`src/hw/rtl/pild_pkg.sv`:
```
// ----------------------------------------------------------------------------
// pild_pkg: shared types and constants of the packed index table row dot
// Item kinds, the saturation bounds of the row accumulator and the control
// groups passed between the lookup, accumulate and row scaling sections.
// ----------------------------------------------------------------------------
`default_nettype none

package pild_pkg;

    // item kinds carried in tuser
    localparam logic [1:0] MODE_TABLE = 2'd0;
    localparam logic [1:0] MODE_SCALE = 2'd1;
    localparam logic [1:0] MODE_ROW   = 2'd2;

    localparam int MODE_W       = 2;
    localparam int TADDR_W      = 14;
    localparam int TVAL_W       = 8;
    localparam int BSCALE_W     = 32;
    localparam int IDX_BYTES_W  = 24;
    localparam int HALF_W       = 16;
    localparam int SUM_W        = 16;
    localparam int ACC_W        = 64;
    localparam int NCOLS_W      = 7;
    localparam int IDX_W        = 6;
    localparam int STAGES       = 4;
    localparam int IN_TDATA_W   = 96;

    localparam logic [NCOLS_W-1:0] NCOLS_RESET = 7'd64;

    localparam logic [ACC_W-1:0] ACC_MAX = 64'h7FFF_FFFF_FFFF_FFFF;
    localparam logic [ACC_W-1:0] ACC_MIN = 64'h8000_0000_0000_0000;

    // request issued to the table banks when a row item is taken
    typedef struct packed {
        logic              valid;
        logic              last;
        logic              blkend;
        logic [HALF_W-1:0] half;
    } lu_ctl_t;

    // finished column block handed to the accumulate stage
    typedef struct packed {
        logic                valid;
        logic                last;
        logic [SUM_W-1:0]    sum;
        logic [BSCALE_W-1:0] scale;
        logic [HALF_W-1:0]   half;
    } blk_res_t;

    // side information carried along the row scaling pipeline
    typedef struct packed {
        logic       neg;
        logic       zero_f;
        logic       inf_f;
        logic [4:0] expo;
    } rs_ctl_t;

endpackage

`default_nettype wire

```
`src/hw/rtl/pild_row_scale.sv`:
```
// ----------------------------------------------------------------------------
// pild_row_scale: accumulator times half-precision row scale
// Five stage pipeline: magnitude and decode, split multiply, product merge,
// rounding add, alignment shift; saturation and sign are applied at the exit.
// ----------------------------------------------------------------------------
`default_nettype none

module pild_row_scale
    import pild_pkg::*;
(
    input  wire                 clk,
    input  wire                 rst_n,
    input  wire                 en,
    input  wire                 in_valid,
    input  wire [ACC_W-1:0]     in_acc,
    input  wire [HALF_W-1:0]    in_half,
    output logic                out_valid,
    output logic [ACC_W-1:0]    out_result
);

    logic [4:0]  ex;
    logic [9:0]  man;
    rs_ctl_t     s1_ctl_next;

    logic        s1_valid_reg, s2_valid_reg, s3_valid_reg, s4_valid_reg, s5_valid_reg;
    rs_ctl_t     s1_ctl_reg, s2_ctl_reg, s3_ctl_reg, s4_ctl_reg, s5_ctl_reg;

    logic [ACC_W-1:0] s1_mag_reg;
    logic [10:0]      s1_m_reg;
    logic [42:0]      p0_next, p1_next;
    logic [42:0]      s2_p0_reg, s2_p1_reg;
    logic [74:0]      prod_next;
    logic [74:0]      s3_prod_reg;
    logic [4:0]       rsh;
    logic [75:0]      rnd;
    logic [75:0]      q_next;
    logic [75:0]      s4_q_reg;
    logic [4:0]       s4_rsh;
    logic [79:0]      v_next;
    logic [79:0]      s5_v_reg;
    logic [ACC_W-1:0] limit;
    logic             sat;
    logic [ACC_W-1:0] mag_o;

    assign ex  = in_half[14:10];
    assign man = in_half[9:0];

    always_comb
    begin
        s1_ctl_next.neg    = in_half[15] ^ in_acc[ACC_W-1];
        s1_ctl_next.zero_f = (ex == 5'd31) && ((man != '0) || (in_acc == '0));
        s1_ctl_next.inf_f  = (ex == 5'd31) && (man == '0) && (in_acc != '0);
        // subnormal halves share the scale of the smallest normal exponent
        s1_ctl_next.expo   = (ex == '0) ? 5'd1 : ex;
    end

    assign p0_next   = s1_mag_reg[31:0] * s1_m_reg;
    assign p1_next   = s1_mag_reg[63:32] * s1_m_reg;
    assign prod_next = {s2_p1_reg, 32'd0} + 75'(s2_p0_reg);

    // exponents below 25 shift right by 25 - expo with round half up on magnitude
    assign rsh    = 5'd25 - s3_ctl_reg.expo;
    assign rnd    = (s3_ctl_reg.expo < 5'd25) ? (76'd1 << (rsh - 5'd1)) : '0;
    assign q_next = {1'b0, s3_prod_reg} + rnd;
    assign s4_rsh = 5'd25 - s4_ctl_reg.expo;

    always_comb
    begin
        if (s4_ctl_reg.expo < 5'd25)
        begin
            v_next = {4'd0, s4_q_reg >> s4_rsh};
        end
        else
        begin
            v_next = {4'd0, s4_q_reg} << (s4_ctl_reg.expo - 5'd25);
        end
    end

    always_ff @(posedge clk or negedge rst_n)
    begin
        if (!rst_n)
        begin
            s1_valid_reg <= 1'b0;
            s2_valid_reg <= 1'b0;
            s3_valid_reg <= 1'b0;
            s4_valid_reg <= 1'b0;
            s5_valid_reg <= 1'b0;
        end
        else if (en)
        begin
            s1_valid_reg <= in_valid;
            s2_valid_reg <= s1_valid_reg;
            s3_valid_reg <= s2_valid_reg;
            s4_valid_reg <= s3_valid_reg;
            s5_valid_reg <= s4_valid_reg;
        end
    end

    always_ff @(posedge clk)
    begin
        if (en)
        begin
            s1_ctl_reg  <= s1_ctl_next;
            s1_mag_reg  <= in_acc[ACC_W-1] ? (ACC_W'(0) - in_acc) : in_acc;
            s1_m_reg    <= (ex == '0) ? {1'b0, man} : {1'b1, man};
            s2_ctl_reg  <= s1_ctl_reg;
            s2_p0_reg   <= p0_next;
            s2_p1_reg   <= p1_next;
            s3_ctl_reg  <= s2_ctl_reg;
            s3_prod_reg <= prod_next;
            s4_ctl_reg  <= s3_ctl_reg;
            s4_q_reg    <= q_next;
            s5_ctl_reg  <= s4_ctl_reg;
            s5_v_reg    <= v_next;
        end
    end

    assign limit = s5_ctl_reg.neg ? ACC_MIN : ACC_MAX;
    assign sat   = (s5_v_reg[79:64] != '0) || (s5_v_reg[63:0] > limit);
    assign mag_o = (sat || s5_ctl_reg.inf_f) ? limit : s5_v_reg[63:0];

    assign out_valid  = s5_valid_reg;
    assign out_result = s5_ctl_reg.zero_f ? '0 :
                        s5_ctl_reg.neg    ? (ACC_W'(0) - mag_o) : mag_o;

endmodule

`default_nettype wire

```
`config.mk`:
```
export PLATFORM = sky130hd
export DESIGN_NAME = pild_row_scale
export DESIGN_NICKNAME = d
export VERILOG_FILES = /design/src/hw/rtl/pild_pkg.sv /design/src/hw/rtl/pild_row_scale.sv
export SDC_FILE = /design/constraint.sdc
export NUM_CORES = 2
export LEC_CHECK = 0
export BUFFER_PORTS_ARGS = -buffer_cell sky130_fd_sc_hd__buf_2
export CAP_MARGIN = 0
export CORE_ASPECT_RATIO = 0.75
export CORE_UTILIZATION = 38
export DETAILED_ROUTE_END_ITERATION = 10
export GPL_TIMING_DRIVEN = 1
export PLACE_DENSITY = 0.56
export SLEW_MARGIN = 20
export SYNTH_ARGS = -nofsm -noshare
export SYNTH_HDL_FRONTEND = slang
export SYNTH_SLANG_ARGS = --single-unit
```
`constraint.sdc`:
```
create_clock -name clk -period 20.8 [get_ports clk]
set_input_delay 6.24 -clock clk [delete_from_list [all_inputs] [get_ports clk]]
set_output_delay 6.24 -clock clk [all_outputs]
set_load 0.005 [all_outputs]
```
==> summary.txt <==
First-pass GRT wire length - 234100 µm
Total negative slack - 0 ns
Area of the multi-input gates - 35620 µm²
Die Footprint - 138200 µm²
Max-cap viol count - 0
Final core utilization - 41.25%
DRT Pass-1 Iters - 6
Area Growth Syn to Fin - 7.766%
Design Area, Final - 55970 µm²
Post-synth top flop - edfxtp_1
Vias per Instance - 5.490
Status - complete, no violations
Leakage - 23.68 nW
Largest fanout on the critical path - 58
Clock slew at reported path FFs - 0.06 ns
Maximum clock rate - 0.06668 GHz
Hold path depth - 0
RSZ-0062 raised after global routing - false
Largest register FFs - 80
Drt drc - 0
Cts-stage hold buffer count - 0
Die Width - 428.9 µm
WS Path Type - flip-flop to output port
Req. time, crit path - 14.56 ns
Final setup margin - 5.803 ns
IO Port Bufs - 148
Worst hold path type - flip-flop to flip-flop
Core Region - 135700 µm²
Endpoints failing hold - 0
Standard-cell rows - 117
Critical Path Sink Type - output port
CTS max path bufs - 3
Mapped cell area - 51940 µm²
Largest net degree at the start of global routing - 155
R2r endpoint - s2_p0_reg[42]$_DFFE_PP_
Post-synthesis instance total - 5638
DR vias - 40550
Critical path startpoint category - flip-flop
H-tree lvl count - 2
Worst vdd rail ir drop - 0.0002173 V
Max_slew headroom - 27.94%
Final period util - 72.10%
Worst R2R Start - s1_m_reg[6]$_DFFE_PP_
WL/cell - 19.75 µm
Die H - 322.2 µm
CTS tree - built
Synth unique cells - 88
Synthesized flop and latch total - 432
Post-synth EDFFs - 427
Worst-margin pin slew - 1.081 ns
Initial antenna violation count - 3
Final Skew - 0.04308 ns
Minimum clock period after layout - 15.00 ns
Clock Latency Late Sink - 0.67 ns
CP endpoint - out_result[48]
Final wirelength - 145900 µm
Setup violators final - 0
Post-DP HPWL - 112400 µm
Filler Cell Count - 13440
Routed Antenna Nets - 0
Mean post-synth cell area - 9.212 µm²
Starting DRT DRC Count - 3520
All-Layer GR Usage - 21.29%
Ports - 149
Post-CTS Setup Bufs - 0
CTS sink count - 432
Layout cells sized above 1 - 8.374%
Nets - 6457
CTS Buf Count - 51
Grt ovf - 0
Final Wtd Congestion - 0.9505
Root Driver - clkbuf_16
Arrival time worst endpoint - 8.76 ns
R2R Setup Slk - 13.44 ns
Starting Density - 38.27%
Post-Place Cell Area - 54200 µm²
Asr flop ratio synth - 1.157%
Post-synthesis sequential area ratio - 24.93%
Pre-CTS setup slack - 6.636 ns
Pwr Density - 180.3 nW/µm²
Yosys Warn Count - 0
Sequential cell area - 12950 µm²
CTS resizes - 0
FF-to-FF path depth - 22
Final hold slack - 0.4116 ns
Crit path from - s5_ctl_reg[7]$_DFFE_PP_
Pins Over Slew Limit - 0
Antenna cells - 0
Vias in the first global route - 40130
## kinds of logic (layout without fill, tap and decap cells)
logic type	Yosys count	in the layout	share of synthesized area (%)
fa+ha+maj	815	815	27.44
xor+xnor	259	259	4.367
simple gates	1992	1992	18.18
flops	432	432	24.93
other cells	1	6	0.007220
compound gates	963	963	11.55
buf+inv	934	892	6.772
mux	242	242	6.764
## Yosys cell counts (10+ instances only)
library cell,instances,area share [%]
xnor2_1,209,3.5
a31oi_1,28,0.34
a21oi_1,279,2.7
nor3_1,109,1.1
o31ai_1,29,0.42
a21o_1,67,0.97
and3_1,39,0.47
buf_1,36,0.26
inv_1,592,4.3
nand4_1,42,0.51
o21ai_0,263,2.5
a21boi_0,10,0.14
mux2i_1,117,2.3
o22ai_1,28,0.34
mux2_2,42,0.91
nand3_1,72,0.69
o211ai_1,22,0.32
o221ai_1,15,0.25
ha_1,275,6.6
edfxtp_1,427,25
nor2_1,288,2.1
nor4_1,33,0.40
a221oi_1,10,0.17
and2_1,312,3.8
fa_1,540,21
a211oi_1,70,1.0
or2_2,15,0.18
o21a_1,32,0.46
mux4_2,83,3.6
nor2b_1,34,0.41
o21bai_1,12,0.17
clkbuf_1,301,2.2
and4_1,13,0.22
or3_1,33,0.40
nand2_1,905,6.5
or4_1,22,0.32
a2111oi_0,10,0.17
nand2b_1,31,0.37
xor2_1,50,0.84
## per-stage QoR
stage | total power, W | instances
final | 0.01009 | 7386
after global routing | 0.01124 | 7386
after CTS | 0.01014 | 7386
after floorplan | 0.007339 | 5643
after detailed placement | 0.009131 | 7290
after global placement | 0.009070 | 7290
## cell usage in the layout, fill, tap and decap left out, types with 22 or more instances in the layout
| cell type | synthesis | routed |
|---|---|---|
| mux2i_1 | 117 | 117 |
| xor2_1 | 50 | 46 |
| mux4_2 | 83 | 83 |
| a21oi_1 | 279 | 279 |
| xnor2_1 | 209 | 206 |
| nand4_1 | 42 | 42 |
| o211ai_1 | 22 | 22 |
| o21a_1 | 32 | 31 |
| a211oi_1 | 70 | 70 |
| clkbuf_16 | 0 | 51 |
| or4_1 | 22 | 22 |
| nor2_1 | 288 | 287 |
| o22ai_1 | 28 | 28 |
| and2_1 | 312 | 312 |
| inv_1 | 592 | 591 |
| or3_1 | 33 | 33 |
| nand2_1 | 905 | 905 |
| fa_1 | 540 | 540 |
| a21o_1 | 67 | 67 |
| ha_1 | 275 | 274 |
| nor4_1 | 33 | 31 |
| o31ai_1 | 29 | 29 |
| buf_4 | 0 | 54 |
| and3_1 | 39 | 39 |
| a31oi_1 | 28 | 28 |
| buf_2 | 2 | 147 |
| nand3_1 | 72 | 72 |
| o21ai_0 | 263 | 262 |
| edfxtp_1 | 427 | 427 |
| nor3_1 | 109 | 109 |
| nand2b_1 | 31 | 31 |
| nor2b_1 | 34 | 34 |
| mux2_2 | 42 | 42 |
## area by class of cell
| class | instances | area share (%) |
|---|---|---|
| multi-input cells | 4277 | 63.64 |
| flip-flops and latches | 432 | 23.13 |
| inverters | 593 | 3.977 |
| well taps | 1785 | 3.990 |
| clock inverters | 41 | 0.8561 |
| clock buffers | 55 | 2.307 |
| repair buffers | 203 | 2.101 |
## routing by layer
metal  vias to the layer above  part of all wire [%]  global-route usage [%]  wire length, µm
li1                      18990                     -                       -                -
met1                     20150                    49                   32.13            71350
met2                      1261                    43                   32.58            63060
met3                       144                   6.6                   3.341             9580
met4                         6                   1.3                   3.242             1867
met5                         -                 0.033                       0               48
## worst max-delay path, stage by stage, from the launching register on
cell	delay, ns
edfxtp_1	0.32
buf_4	0.52
inv_1	0.49
buf_4	0.40
ha_1	0.36
nand3_1	0.12
nor4b_1	0.63
nand4_1	0.38
nor3_1	0.27
nand4_1	0.19
o21ai_4	0.35
nor2_1	0.12
a21oi_1	0.19
ha_1	0.38
nand3b_1	0.17
or3_1	0.40
or4_1	0.51
nor3_1	0.58
nand2_1	0.15
o41ai_1	0.86
mux2i_1	0.17
a311oi_1	0.29
buf_2	0.16
## how the worst min path moves through the flow
| stage | from | end | slack [ns] |
|---|---|---|---|
| after global placement | s1_ctl_reg[6]$_DFFE_PP_ | s2_ctl_reg[6]$_DFFE_PP_ | 0.40 |
| after detailed placement | s2_ctl_reg[5]$_DFFE_PP_ | s3_ctl_reg[5]$_DFFE_PP_ | 0.41 |
| final | s2_p0_reg[3]$_DFFE_PP_ | s3_prod_reg[3]$_DFFE_PP_ | 0.41 |
| after CTS | s2_p0_reg[3]$_DFFE_PP_ | s3_prod_reg[3]$_DFFE_PP_ | 0.41 |
| after global routing | s2_ctl_reg[0]$_DFFE_PP_ | s3_ctl_reg[0]$_DFFE_PP_ | 0.42 |
| after floorplan | s1_ctl_reg[0]$_SDFFCE_PN1P_ | s2_ctl_reg[0]$_DFFE_PP_ | 0.40 |
## power by group
part           internal (W)  switching [W]  total, W
sequential          0.00159       0.000240   0.00183
combinational       0.00309        0.00423   0.00731
clock              0.000536       0.000409  0.000946
No activity file was read; power rests on OpenSTA's default activity.
